## src/hdl/hdlc_bsf_pkg.sv

```systemverilog
// Shared constants, types and helpers for the HDLC byte-stuffing framer.
// No dependencies; used by the framer top level and its port checker.
package hdlc_bsf_pkg;

    localparam logic [7:0] FRAME_FLAG  = 8'h7E;
    localparam logic [7:0] ESCAPE_BYTE = 8'h7D;
    localparam logic [7:0] ESC_FOR_7E  = 8'h5E;
    localparam logic [7:0] ESC_FOR_7D  = 8'h5D;

    localparam logic [7:0] ADDRESS_RESET = 8'h03;
    localparam logic [7:0] CONTROL_RESET = 8'h00;

    // Configuration register indexes.
    localparam logic CFG_ADDRESS = 1'b0;
    localparam logic CFG_CONTROL = 1'b1;

    // Output slots of one transaction, in line order.
    localparam int NUM_SLOTS = 9;

    typedef logic [3:0]           slot_idx_t;
    typedef logic [NUM_SLOTS-1:0] slot_mask_t;

    localparam slot_idx_t SLOT_OPEN  = 4'd0;
    localparam slot_idx_t SLOT_ADDR  = 4'd1;
    localparam slot_idx_t SLOT_CTRL  = 4'd2;
    localparam slot_idx_t SLOT_HCS   = 4'd3;
    localparam slot_idx_t SLOT_DATA0 = 4'd4;
    localparam slot_idx_t SLOT_DATA1 = 4'd5;
    localparam slot_idx_t SLOT_CHK0  = 4'd6;
    localparam slot_idx_t SLOT_CHK1  = 4'd7;
    localparam slot_idx_t SLOT_CLOSE = 4'd8;

    // True when a byte must be sent as an escape pair.
    function automatic logic needs_escape(input logic [7:0] value);
        return (value == FRAME_FLAG) || (value == ESCAPE_BYTE);
    endfunction

    // First byte of the stuffed form of a value.
    function automatic logic [7:0] stuff_head(input logic [7:0] value);
        return needs_escape(value) ? ESCAPE_BYTE : value;
    endfunction

    // Second byte of an escape pair.
    function automatic logic [7:0] stuff_tail(input logic [7:0] value);
        return (value == FRAME_FLAG) ? ESC_FOR_7E : ESC_FOR_7D;
    endfunction

endpackage

```

## src/hdl/hdlc_byte_stuffing_framer_top.sv

```systemverilog
// Top level of the HDLC byte-stuffing framer with XOR block check.
// Depends on hdlc_bsf_pkg for constants, slot codes and stuffing helpers.
//
//  Channel  | Ports                                  | Direction | Carries
//  ---------+----------------------------------------+-----------+--------------------------
//  s_       | s_valid/s_ready, s_data_byte, s_frame_* | in        | one payload byte + marks
//  m_       | m_valid/m_ready, m_out_byte, m_out_last | out       | one line byte per beat
//  cfg_     | cfg_wr_en, cfg_index, cfg_wr_data       | in        | address / control write
//
// Each input transaction produces between one and nine line bytes, and the output
// register issues exactly one byte per cycle unless a stall on m_ready holds it.
// The next transaction is taken in the same cycle its predecessor's final byte moves
// into the output register, so the line side never idles while input is waiting.
// Reset (aresetn low at a clock edge) empties the item and output registers, clears the
// running check and restores address 0x03 and control 0x00.
// A stall on m_ready holds the output register and, once the item register is waiting
// on it, drops s_ready; nothing is lost or repeated.
module hdlc_byte_stuffing_framer_top (
    input  logic       aclk,
    input  logic       aresetn,
    // Input transaction channel.
    input  logic       s_valid,
    output logic       s_ready,
    input  logic [7:0] s_data_byte,
    input  logic       s_frame_first,
    input  logic       s_frame_last,
    // Result transaction channel.
    output logic       m_valid,
    input  logic       m_ready,
    output logic [7:0] m_out_byte,
    output logic       m_out_last,
    // Configuration write port.
    input  logic       cfg_wr_en,
    input  logic       cfg_index,
    input  logic [7:0] cfg_wr_data
);

    // Configuration registers.
    logic [7:0] address_reg;
    logic [7:0] control_reg;

    // Running XOR of the payload of the open frame.
    logic [7:0] running_check_reg;
    logic [7:0] running_check_next;

    // Item register: the accepted transaction and the slots it still has to send.
    // A nonzero slot mask means the item register holds work.
    hdlc_bsf_pkg::slot_mask_t mask_reg;
    hdlc_bsf_pkg::slot_mask_t mask_next;
    logic [7:0]               data_reg;
    logic [7:0]               chk_reg;

    // Output register.
    logic       m_valid_reg;
    logic [7:0] m_out_byte_reg;
    logic       m_out_last_reg;

    // Datapath signals.
    logic                      item_valid;
    logic                      move;
    logic                      accept;
    logic [7:0]                acc_chk;
    hdlc_bsf_pkg::slot_mask_t  acc_mask;
    hdlc_bsf_pkg::slot_idx_t   cur_slot;
    hdlc_bsf_pkg::slot_mask_t  cur_onehot;
    hdlc_bsf_pkg::slot_mask_t  remain_mask;
    logic                      remain_empty;
    logic [7:0]                slot_byte;

    assign item_valid   = |mask_reg;
    assign move         = item_valid && (!m_valid_reg || m_ready);
    assign remain_empty = (remain_mask == '0);
    // A new transaction enters when the item register is empty or hands off its final byte.
    assign s_ready      = !item_valid || (move && remain_empty);
    assign accept       = s_valid && s_ready;

    // Check value as it stands after this byte; a first mark restarts the frame.
    assign acc_chk = (s_frame_first ? 8'h00 : running_check_reg) ^ s_data_byte;

    // Build the list of line bytes this transaction will produce.
    always_comb begin
        acc_mask = '0;
        acc_mask[hdlc_bsf_pkg::SLOT_OPEN]  = s_frame_first;
        acc_mask[hdlc_bsf_pkg::SLOT_ADDR]  = s_frame_first;
        acc_mask[hdlc_bsf_pkg::SLOT_CTRL]  = s_frame_first;
        acc_mask[hdlc_bsf_pkg::SLOT_HCS]   = s_frame_first;
        acc_mask[hdlc_bsf_pkg::SLOT_DATA0] = 1'b1;
        acc_mask[hdlc_bsf_pkg::SLOT_DATA1] = hdlc_bsf_pkg::needs_escape(s_data_byte);
        acc_mask[hdlc_bsf_pkg::SLOT_CHK0]  = s_frame_last;
        acc_mask[hdlc_bsf_pkg::SLOT_CHK1]  = s_frame_last && hdlc_bsf_pkg::needs_escape(acc_chk);
        acc_mask[hdlc_bsf_pkg::SLOT_CLOSE] = s_frame_last;
    end

    // The lowest pending slot goes out next.
    always_comb begin
        cur_slot = hdlc_bsf_pkg::SLOT_OPEN;
        for (int i = hdlc_bsf_pkg::NUM_SLOTS - 1; i >= 0; i--) begin
            if (mask_reg[i]) begin
                cur_slot = hdlc_bsf_pkg::slot_idx_t'(i);
            end
        end
    end

    assign cur_onehot  = hdlc_bsf_pkg::slot_mask_t'(1) << cur_slot;
    assign remain_mask = mask_reg & ~cur_onehot;

    // Byte for the current slot. Header fields go out unstuffed.
    always_comb begin
        unique case (cur_slot)
            hdlc_bsf_pkg::SLOT_OPEN:  slot_byte = hdlc_bsf_pkg::FRAME_FLAG;
            hdlc_bsf_pkg::SLOT_ADDR:  slot_byte = address_reg;
            hdlc_bsf_pkg::SLOT_CTRL:  slot_byte = control_reg;
            hdlc_bsf_pkg::SLOT_HCS:   slot_byte = address_reg ^ control_reg;
            hdlc_bsf_pkg::SLOT_DATA0: slot_byte = hdlc_bsf_pkg::stuff_head(data_reg);
            hdlc_bsf_pkg::SLOT_DATA1: slot_byte = hdlc_bsf_pkg::stuff_tail(data_reg);
            hdlc_bsf_pkg::SLOT_CHK0:  slot_byte = hdlc_bsf_pkg::stuff_head(chk_reg);
            hdlc_bsf_pkg::SLOT_CHK1:  slot_byte = hdlc_bsf_pkg::stuff_tail(chk_reg);
            hdlc_bsf_pkg::SLOT_CLOSE: slot_byte = hdlc_bsf_pkg::FRAME_FLAG;
            default:                  slot_byte = hdlc_bsf_pkg::FRAME_FLAG;
        endcase
    end

    always_comb begin
        mask_next = mask_reg;
        if (accept) begin
            mask_next = acc_mask;
        end else if (move) begin
            mask_next = remain_mask;
        end
    end

    // The check closes with the frame, so the next frame starts from zero.
    always_comb begin
        running_check_next = running_check_reg;
        if (accept) begin
            running_check_next = s_frame_last ? 8'h00 : acc_chk;
        end
    end

    // Control state and configuration.
    always_ff @(posedge aclk) begin
        if (!aresetn) begin
            mask_reg          <= '0;
            running_check_reg <= 8'h00;
            m_valid_reg       <= 1'b0;
            address_reg       <= hdlc_bsf_pkg::ADDRESS_RESET;
            control_reg       <= hdlc_bsf_pkg::CONTROL_RESET;
        end else begin
            mask_reg          <= mask_next;
            running_check_reg <= running_check_next;
            if (move) begin
                m_valid_reg <= 1'b1;
            end else if (m_ready) begin
                m_valid_reg <= 1'b0;
            end
            if (cfg_wr_en) begin
                unique case (cfg_index)
                    hdlc_bsf_pkg::CFG_ADDRESS: address_reg <= cfg_wr_data;
                    hdlc_bsf_pkg::CFG_CONTROL: control_reg <= cfg_wr_data;
                    default: ;
                endcase
            end
        end
    end

    // Payload registers carry no reset.
    always_ff @(posedge aclk) begin
        if (accept) begin
            data_reg <= s_data_byte;
            chk_reg  <= acc_chk;
        end
        if (move) begin
            m_out_byte_reg <= slot_byte;
            m_out_last_reg <= remain_empty;
        end
    end

    assign m_valid    = m_valid_reg;
    assign m_out_byte = m_out_byte_reg;
    assign m_out_last = m_out_last_reg;

endmodule

```

## config.mk

```make
export PLATFORM = sky130hd
export DESIGN_NAME = hdlc_byte_stuffing_framer_top
export DESIGN_NICKNAME = d
export VERILOG_FILES = /design/src/hdl/hdlc_bsf_pkg.sv /design/src/hdl/hdlc_byte_stuffing_framer_top.sv
export SDC_FILE = /design/constraint.sdc
export NUM_CORES = 1
export LEC_CHECK = 0
export ABC_AREA = 1
export CAP_MARGIN = 20
export CORE_AREA = 4 4 106 108
export CTS_BUF_LIST = sky130_fd_sc_hd__clkbuf_4 sky130_fd_sc_hd__clkbuf_8 sky130_fd_sc_hd__clkbuf_16
export CTS_CLUSTER_SIZE = 30
export DETAILED_ROUTE_END_ITERATION = 16
export DIE_AREA = 0 0 110 112
export DONT_BUFFER_PORTS = 1
export PLACE_DENSITY = 0.49
export SLEW_MARGIN = 20
export SYNTH_ARGS = -nofsm -noshare
export SYNTH_HDL_FRONTEND = slang
export SYNTH_SLANG_ARGS = --single-unit
export TNS_END_PERCENT = 5
```

## constraint.sdc

```tcl
create_clock -name aclk -period 5.15 [get_ports aclk]
set_input_delay 0 -clock aclk [delete_from_list [all_inputs] [get_ports aclk]]
set_output_delay 0 -clock aclk [all_outputs]
set_load 0.03 [all_outputs]
```

==> run_summary.xml, run 1 <==
<?xml version="1.0" encoding="UTF-8"?>
<metrics>
  <group name="timing">
    <metric name="worst_pin_slew" unit="ns">0.850</metric>
    <metric name="relSlewSlack" unit="">0.431</metric>
    <metric name="finalHoldViolations" unit="">0</metric>
    <metric name="timing.setup.tns" unit="ns">0</metric>
    <metric name="final_worst_path_period_need" unit="ns">2.62</metric>
    <metric name="max_freq" unit="MHz">382</metric>
    <metric name="maxSlewViolCount" unit="">0</metric>
    <metric name="rsz0062_at_grt" unit="">no</metric>
    <metric name="layout_worst_path_cycle_share" unit="">0.509</metric>
    <metric name="finalSetupViolCount" unit="">0</metric>
    <metric name="finalClockSkew" unit="ns">0.00946</metric>
  </group>
  <group name="global_routing">
    <metric name="antenna_found_initial" unit="">1</metric>
    <metric name="globalRouteTotalUtil" unit="">0.134</metric>
    <metric name="grt_max_degree" unit="">26</metric>
    <metric name="grt_pass1_vias" unit="">2558</metric>
    <metric name="global_route_wire_length_before_repair" unit="mm">12.9</metric>
    <metric name="globalRouteOverflowTotal" unit="">0</metric>
  </group>
  <group name="pwr">
    <metric name="power-per-cell-area" unit="nW/µm²">610</metric>
    <metric name="power_leakage" unit="nW">1.56</metric>
    <metric name="vdd_drop_max" unit="mV">0.288</metric>
    <metric name="p_total" unit="mW">2.20</metric>
  </group>
  <group name="floorplanning">
    <metric name="core-area" unit="µm²">10200</metric>
    <metric name="dieHeight" unit="µm">112</metric>
    <metric name="ioPinCount" unit="">35</metric>
    <metric name="floorplan.initialDensity" unit="">0.294</metric>
    <metric name="fp.dieArea" unit="µm²">12300</metric>
    <metric name="floorplan.rows" unit="">37</metric>
    <metric name="die_width" unit="µm">110</metric>
  </group>
  <group name="synthesis">
    <metric name="synthesis.instances" unit="">374</metric>
    <metric name="synth_cell_type_count" unit="">38</metric>
    <metric name="synth-warning-count" unit="">0</metric>
    <metric name="post_synth_instance_area" unit="µm²">3010</metric>
    <metric name="synthDominantAreaCellType" unit="">edfxtp_1</metric>
    <metric name="synth_sequential_area_ratio" unit="">0.476</metric>
    <metric name="synth_nets" unit="">398</metric>
    <metric name="ys_ff_latch" unit="">59</metric>
    <metric name="average_footprint_of_a_synthesized_cell" unit="µm²">8.04</metric>
    <metric name="synth_top_cells_by_area" unit="">edfxtp_1 25%, dfxtp_1 23%, nand2_1 8.6%</metric>
    <metric name="yosys.area.top_type_share" unit="">0.250</metric>
  </group>
  <group name="worst_setup_path">
    <metric name="worstPathMaxFanout" unit="">8</metric>
    <metric name="timing.critical_path.from_type" unit="">flip-flop</metric>
    <metric name="criticalPathCategory" unit="">flip-flop to flip-flop</metric>
    <metric name="critPathRequiredTime" unit="ns">5.41</metric>
    <metric name="worst_ep_arrival_time" unit="ns">2.88</metric>
    <metric name="setup.worst_path.end_class" unit="">flip-flop</metric>
  </group>
  <group name="clock_tree">
    <metric name="post_cts_resize_count" unit="">0</metric>
    <metric name="cts_made_buffers" unit="">9</metric>
    <metric name="max_h_tree_level" unit="">3</metric>
    <metric name="cts.reportedPaths.clkPinSlew" unit="ns">0.07</metric>
    <metric name="insertion_delay" unit="ns">0.34</metric>
    <metric name="clock-root-buffer" unit="">clkbuf_8</metric>
    <metric name="clock_tree.buffer_depth" unit="">2</metric>
    <metric name="cts_sinks" unit="">59</metric>
    <metric name="cts_tree" unit="">built</metric>
  </group>
  <group name="drt">
    <metric name="detail_route.drc_violations" unit="">0</metric>
    <metric name="vias" unit="">2568</metric>
    <metric name="detail_route.wl_per_cell" unit="µm">13.9</metric>
    <metric name="post_drt_via_cell_ratio" unit="">4.70</metric>
    <metric name="final_antenna_net_count" unit="">0</metric>
    <metric name="first_pass_iters" unit="">4</metric>
    <metric name="drt_iter0_drc" unit="">124</metric>
    <metric name="totalWireLength" unit="mm">7.60</metric>
  </group>
  <group name="cells_and_area">
    <metric name="nNetsFinal" unit="">428</metric>
    <metric name="fillCellCount" unit="">1080</metric>
    <metric name="largest_reg_flops" unit="">9</metric>
    <metric name="final-seq-area" unit="µm²">1430</metric>
    <metric name="multiInputGateArea" unit="µm²">1310</metric>
    <metric name="final_layout_size_suffix_gt1_frac" unit="">0.0978</metric>
    <metric name="final_core_utilization" unit="">0.352</metric>
    <metric name="area.growth.synth_to_final" unit="%">19.7</metric>
  </group>
  <group name="place">
    <metric name="dp.final_hpwl" unit="mm">5.70</metric>
    <metric name="portBuffers" unit="">0</metric>
    <metric name="finalWeightedCongestion" unit="">0.814</metric>
  </group>
  <group name="job">
    <metric name="drv_cap" unit="">0</metric>
  </group>
  <group name="outcome">
    <metric name="outcome" unit="">finished clean</metric>
  </group>
  <group name="worst_hold_path">
    <metric name="min-delay-path-class" unit="">input port to flip-flop</metric>
  </group>
</metrics>
==> where the power goes <==
part,switching (mW),internal (mW)
clock,0.189,0.242
sequential,0.168,0.691
combinational,0.627,0.279
==> what timing repair did <==
item / 4_1_cts / 5_1_grt
buffers inserted: 0 / 0
endpoints found under the hold margin: 50 / 0
hold buffers: 24 / 0
==> through the flow <==
stage          std cells  cell area, µm²  setup slack [ns]  hold WS [ns]
2_1_floorplan        374            3010              3.12        0.0989
3_3_place_gp         505            3150              2.62        0.0938
3_5_place_dp         505            3150              2.62        0.0991
4_1_cts              545            3600              2.53       0.00254
5_1_grt              546            3600              2.32        0.0367
6_report             546            3600              2.53        0.0104
==> Yosys cell counts, drive strengths merged <==
cell type	count
nor2	50
o2111ai	3
nand4	8
xor2	6
o21ai	22
buf	2
edfxtp	25
a31oi	1
nand2	75
a22oi	1
o22ai	2
clkinv	3
dfxtp	34
clkbuf	3
nor4	3
inv	60
or4	1
a21oi	18
xnor2	6
a22o	1
nand3	38
a311oi	1
a221oi	6
nor3	2
a21o	1
o221ai	1
o41ai	1
==> layout make-up <==
cell class	count	area share
timing repair buffer	24	0.0668
clock buffer	13	0.0529
tap	136	0.0473
inverter	63	0.0661
clock inverter	3	0.00452
multi-input combinational	247	0.364
sequential	59	0.398
antenna	1	0.000695
==> final timing paths <==
check                                          start              endpoint  slack (ns)  depth (start not counted)
worst min-delay path                  s_data_byte[4]            chk_reg[4]        0.01                          4
worst min register to register  running_check_reg[5]  running_check_reg[5]        0.47                          2
worst max-delay path                     mask_reg[4]           mask_reg[0]        2.53                         12
worst max register to register           mask_reg[4]           mask_reg[0]        2.53                         12
==> per-layer routing <==
| metal | routed length [µm] | GRT usage | share of wire |
|---|---|---|---|
| met1 | 3590 | 0.176 | 0.47 |
| met2 | 3460 | 0.204 | 0.46 |
| met3 | 329 | 0.0330 | 0.043 |
| met4 | 216 | 0.0648 | 0.028 |
| met5 | 0 | 0 | 0 |
==> cell families (layout without fill, tap and decap cells) <==
family | count (synthesis) | after routing | share of synthesized area
compound gates | 58 | 58 | 0.124
simple gates | 177 | 177 | 0.276
other cells | 0 | 1 | 0
buf+inv | 68 | 103 | 0.0882
flops | 59 | 59 | 0.476
xor+xnor | 12 | 12 | 0.0350
==> placed cells by master, fill, tap and decap left out, drive strengths merged, types with 2 or more instances in the layout <==
master / instances
clkinv: 5
clkbuf: 13
inv: 61
o22ai: 2
nand2: 75
dlygate4sd3: 24
nor4: 3
o2111ai: 3
nand3: 38
edfxtp: 25
o21ai: 22
xnor2: 6
xor2: 6
nor3: 2
a221oi: 6
dfxtp: 34
nand4: 8
a21oi: 18
nor2: 50
==> worst max-delay path: stages, from the launching register on <==
cell and delay (ns):
dfxtp_1 0.35, nor2_4 0.18, nand2_2 0.10, a21oi_4 0.18, nand3_2 0.23, nand2_1 0.17
nand4_2 0.10, nor2_2 0.11, nand3_2 0.09, nand2_4 0.15, nand3_1 0.17, dlygate4sd3_1 0.61
a21oi_1 0.12
(Power assumes the default switching activity.)
==> inputs of run 2 (changes only) <==
==> constraint.sdc (replaced) <==
create_clock -name aclk -period 2.7 [get_ports aclk]
set_input_delay 0 -clock aclk [delete_from_list [all_inputs] [get_ports aclk]]
set_output_delay 0 -clock aclk [all_outputs]
set_load 0.03 [all_outputs]
==> run 2 against run 1 <==
Compared with the run above:
- clock skew grew 0.0010 ns
- final cell count rose by 1.1%
- sequential power increased by 90%
- largest cell class unchanged
- combinational power is 110% higher
- via count increased by 1.0%
- flip-flop and latch count is the same
- clock power rose by 87%
==> run_summary.xml, run 2 (synthesis gave the netlist of run 1 again) <==
<?xml version="1.0" encoding="UTF-8"?>
<metrics>
  <group name="clock_tree">
    <metric name="cts_made_buffers" unit="">9</metric>
    <metric name="cts_sinks" unit="">59</metric>
    <metric name="clock_tree.buffer_depth" unit="">2</metric>
    <metric name="clock-root-buffer" unit="">clkbuf_8</metric>
    <metric name="cts_tree" unit="">built</metric>
    <metric name="cts.reportedPaths.clkPinSlew" unit="ns">0.07</metric>
    <metric name="insertion_delay" unit="ns">0.35</metric>
    <metric name="max_h_tree_level" unit="">3</metric>
  </group>
  <group name="timing">
    <metric name="finalSetupViolCount" unit="">0</metric>
    <metric name="max_freq" unit="MHz">394</metric>
    <metric name="final_worst_path_period_need" unit="ns">2.54</metric>
    <metric name="maxSlewViolCount" unit="">0</metric>
    <metric name="rsz0062_at_grt" unit="">no</metric>
    <metric name="finalHoldViolations" unit="">0</metric>
    <metric name="timing.setup.tns" unit="ns">0</metric>
    <metric name="worst_pin_slew" unit="ns">0.854</metric>
    <metric name="layout_worst_path_cycle_share" unit="">0.941</metric>
    <metric name="relSlewSlack" unit="">0.429</metric>
    <metric name="finalClockSkew" unit="ns">0.0105</metric>
  </group>
  <group name="worst_setup_path">
    <metric name="cp_num_cells" unit="">12</metric>
    <metric name="rr_startpoint" unit="">mask_reg[4]</metric>
    <metric name="setup.worst_path.end_class" unit="">flip-flop</metric>
    <metric name="crit_chain" unit="">nor2_4 -&gt; nand2_2 -&gt; a21oi_4 -&gt; nand3_1 -&gt; nand2_1 -&gt; nand4_2 -&gt; nor2_2 -&gt; nand3_2 -&gt; nand2_4 -&gt; nand3_4 -&gt; dlygate4sd3_1 -&gt; a21oi_1</metric>
    <metric name="timing.reg2reg.setup_slack" unit="ns">0.16</metric>
    <metric name="worst_ep_arrival_time" unit="ns">2.82</metric>
    <metric name="reg2reg_depth" unit="">12</metric>
    <metric name="cpMaxStageDelayCell" unit="">dlygate4sd3_1</metric>
    <metric name="criticalPathCategory" unit="">flip-flop to flip-flop</metric>
    <metric name="critical_path_s_largest_stage_delay" unit="ns">0.57</metric>
    <metric name="critPathRequiredTime" unit="ns">2.98</metric>
    <metric name="cp_num_buf_inv" unit="">1</metric>
    <metric name="setup.worst_path.end" unit="">mask_reg[0]</metric>
    <metric name="critPathTopFamily" unit="">simple AND/OR/NAND/NOR gates</metric>
    <metric name="timing.critical_path.from_type" unit="">flip-flop</metric>
    <metric name="critical_path.startpoint" unit="">mask_reg[4]</metric>
    <metric name="regToRegEndpoint" unit="">mask_reg[0]</metric>
    <metric name="worstPathMaxFanout" unit="">4</metric>
  </group>
  <group name="drt">
    <metric name="post_drt_via_cell_ratio" unit="">4.70</metric>
    <metric name="drt_iter0_drc" unit="">119</metric>
    <metric name="detail_route.wl_per_cell" unit="µm">13.9</metric>
    <metric name="totalWireLength" unit="mm">7.68</metric>
    <metric name="detail_route.drc_violations" unit="">0</metric>
    <metric name="final_antenna_net_count" unit="">0</metric>
    <metric name="first_pass_iters" unit="">4</metric>
    <metric name="vias" unit="">2594</metric>
  </group>
  <group name="cells_and_area">
    <metric name="fillCellCount" unit="">1059</metric>
    <metric name="final-seq-area" unit="µm²">1440</metric>
    <metric name="final_core_utilization" unit="">0.360</metric>
    <metric name="layout.cells.most_common_list" unit="">68 x nand2_1, 57 x inv_1, 47 x nor2_1</metric>
    <metric name="largest_reg_flops" unit="">9</metric>
    <metric name="multiInputGateArea" unit="µm²">1350</metric>
    <metric name="final_layout_size_suffix_gt1_frac" unit="">0.116</metric>
    <metric name="nNetsFinal" unit="">434</metric>
    <metric name="area.growth.synth_to_final" unit="%">22.6</metric>
    <metric name="mostFrequentLayoutCell" unit="">nand2_1</metric>
  </group>
  <group name="pwr">
    <metric name="combinationalPowerShare" unit="">0.435</metric>
    <metric name="vdd_drop_max" unit="mV">0.314</metric>
    <metric name="intPower" unit="mW">2.37</metric>
    <metric name="power-per-cell-area" unit="nW/µm²">1170</metric>
    <metric name="power.share.sequential" unit="">0.378</metric>
    <metric name="p_sw_frac" unit="">0.450</metric>
    <metric name="switching_power" unit="mW">1.94</metric>
    <metric name="clock_power_share" unit="">0.187</metric>
    <metric name="p_total" unit="mW">4.31</metric>
    <metric name="power_leakage" unit="nW">1.58</metric>
  </group>
  <group name="floorplanning">
    <metric name="floorplan.initialDensity" unit="">0.294</metric>
    <metric name="die_width" unit="µm">110</metric>
    <metric name="ioPinCount" unit="">35</metric>
    <metric name="core-area" unit="µm²">10200</metric>
    <metric name="dieHeight" unit="µm">112</metric>
    <metric name="fp.dieArea" unit="µm²">12300</metric>
    <metric name="floorplan.rows" unit="">37</metric>
  </group>
  <group name="place">
    <metric name="finalWeightedCongestion" unit="">0.818</metric>
    <metric name="dp.final_hpwl" unit="mm">5.66</metric>
    <metric name="portBuffers" unit="">0</metric>
  </group>
  <group name="global_routing">
    <metric name="antenna_found_initial" unit="">1</metric>
    <metric name="globalRouteOverflowTotal" unit="">0</metric>
    <metric name="global_route_wire_length_before_repair" unit="mm">12.8</metric>
    <metric name="globalRouteTotalUtil" unit="">0.136</metric>
    <metric name="grt_max_degree" unit="">26</metric>
    <metric name="grt_pass1_vias" unit="">2515</metric>
  </group>
  <group name="outcome">
    <metric name="outcome" unit="">finished clean</metric>
  </group>
  <group name="job">
    <metric name="drv_cap" unit="">0</metric>
  </group>
  <group name="worst_hold_path">
    <metric name="min-delay-path-class" unit="">input port to flip-flop</metric>
    <metric name="hold_path.startpoint" unit="">s_data_byte[6]</metric>
  </group>
</metrics>
==> run 2: worst register-to-register path: stages (launching register included) <==
cell,delay [ns]
dfxtp_1,0.36
nor2_4,0.18
nand2_2,0.10
a21oi_4,0.24
nand3_1,0.18
nand2_1,0.14
nand4_2,0.12
nor2_2,0.10
nand3_2,0.09
nand2_4,0.17
nand3_4,0.11
dlygate4sd3_1,0.57
a21oi_1,0.11
==> run 2: per-layer routing <==
metal,track usage,vias to the layer above,wire [µm],part of all wire
met5,0,-,0,0
met4,0.0582,0,166,0.022
met3,0.0412,12,340,0.044
met2,0.210,58,3660,0.48
met1,0.174,1208,3520,0.46
li1,-,1316,-,-
==> run 2: layout make-up <==
cell class | count | area share
clock buffer | 10 | 0.0373
inverter | 63 | 0.0645
tap | 136 | 0.0462
multi-input combinational | 247 | 0.365
timing repair buffer | 30 | 0.0821
antenna | 1 | 0.000679
sequential | 59 | 0.389
clock inverter | 6 | 0.0149
==> run 2: power groups by stage <==
stage	Sequential, mW	Clock [mW]	Combinational, mW
final	1.63	0.806	1.88
after detailed placement	1.65	0	1.72
after CTS	1.63	0.822	1.77
after floorplan	1.59	0	1.35
after global routing	1.67	0.859	2.11
after global placement	1.65	0	1.71
==> run 2: stage by stage <==
stage | setup slack, ns | cells | hold slack [ns] | instance area (µm²)
floorplan | 0.665 | 374 | 0.0989 | 3010
global route | 0.0119 | 552 | 0.0301 | 3690
global placement | 0.340 | 507 | 0.0934 | 3160
CTS | 0.0683 | 548 | 0.00166 | 3610
finish | 0.160 | 552 | 0.0181 | 3690
detailed placement | 0.319 | 507 | 0.0978 | 3160
==> run 2: worst min-delay path by stage <==
stage	depth (start not counted)	endpoint
after global placement	1	address_reg[0]
final	4	mask_reg[5]
after detailed placement	1	address_reg[0]
after global routing	3	address_reg[4]
after floorplan	0	data_reg[0]
after CTS	3	address_reg[4]
==> run 2: what timing repair did <==
action | 4_1_cts | 5_1_grt
resized for setup | 0 | 9
hold endpoints to repair | 50 | 3
buffers inserted | 0 | 2
setup endpoints to repair | 0 | 2
hold buffers | 25 | 1
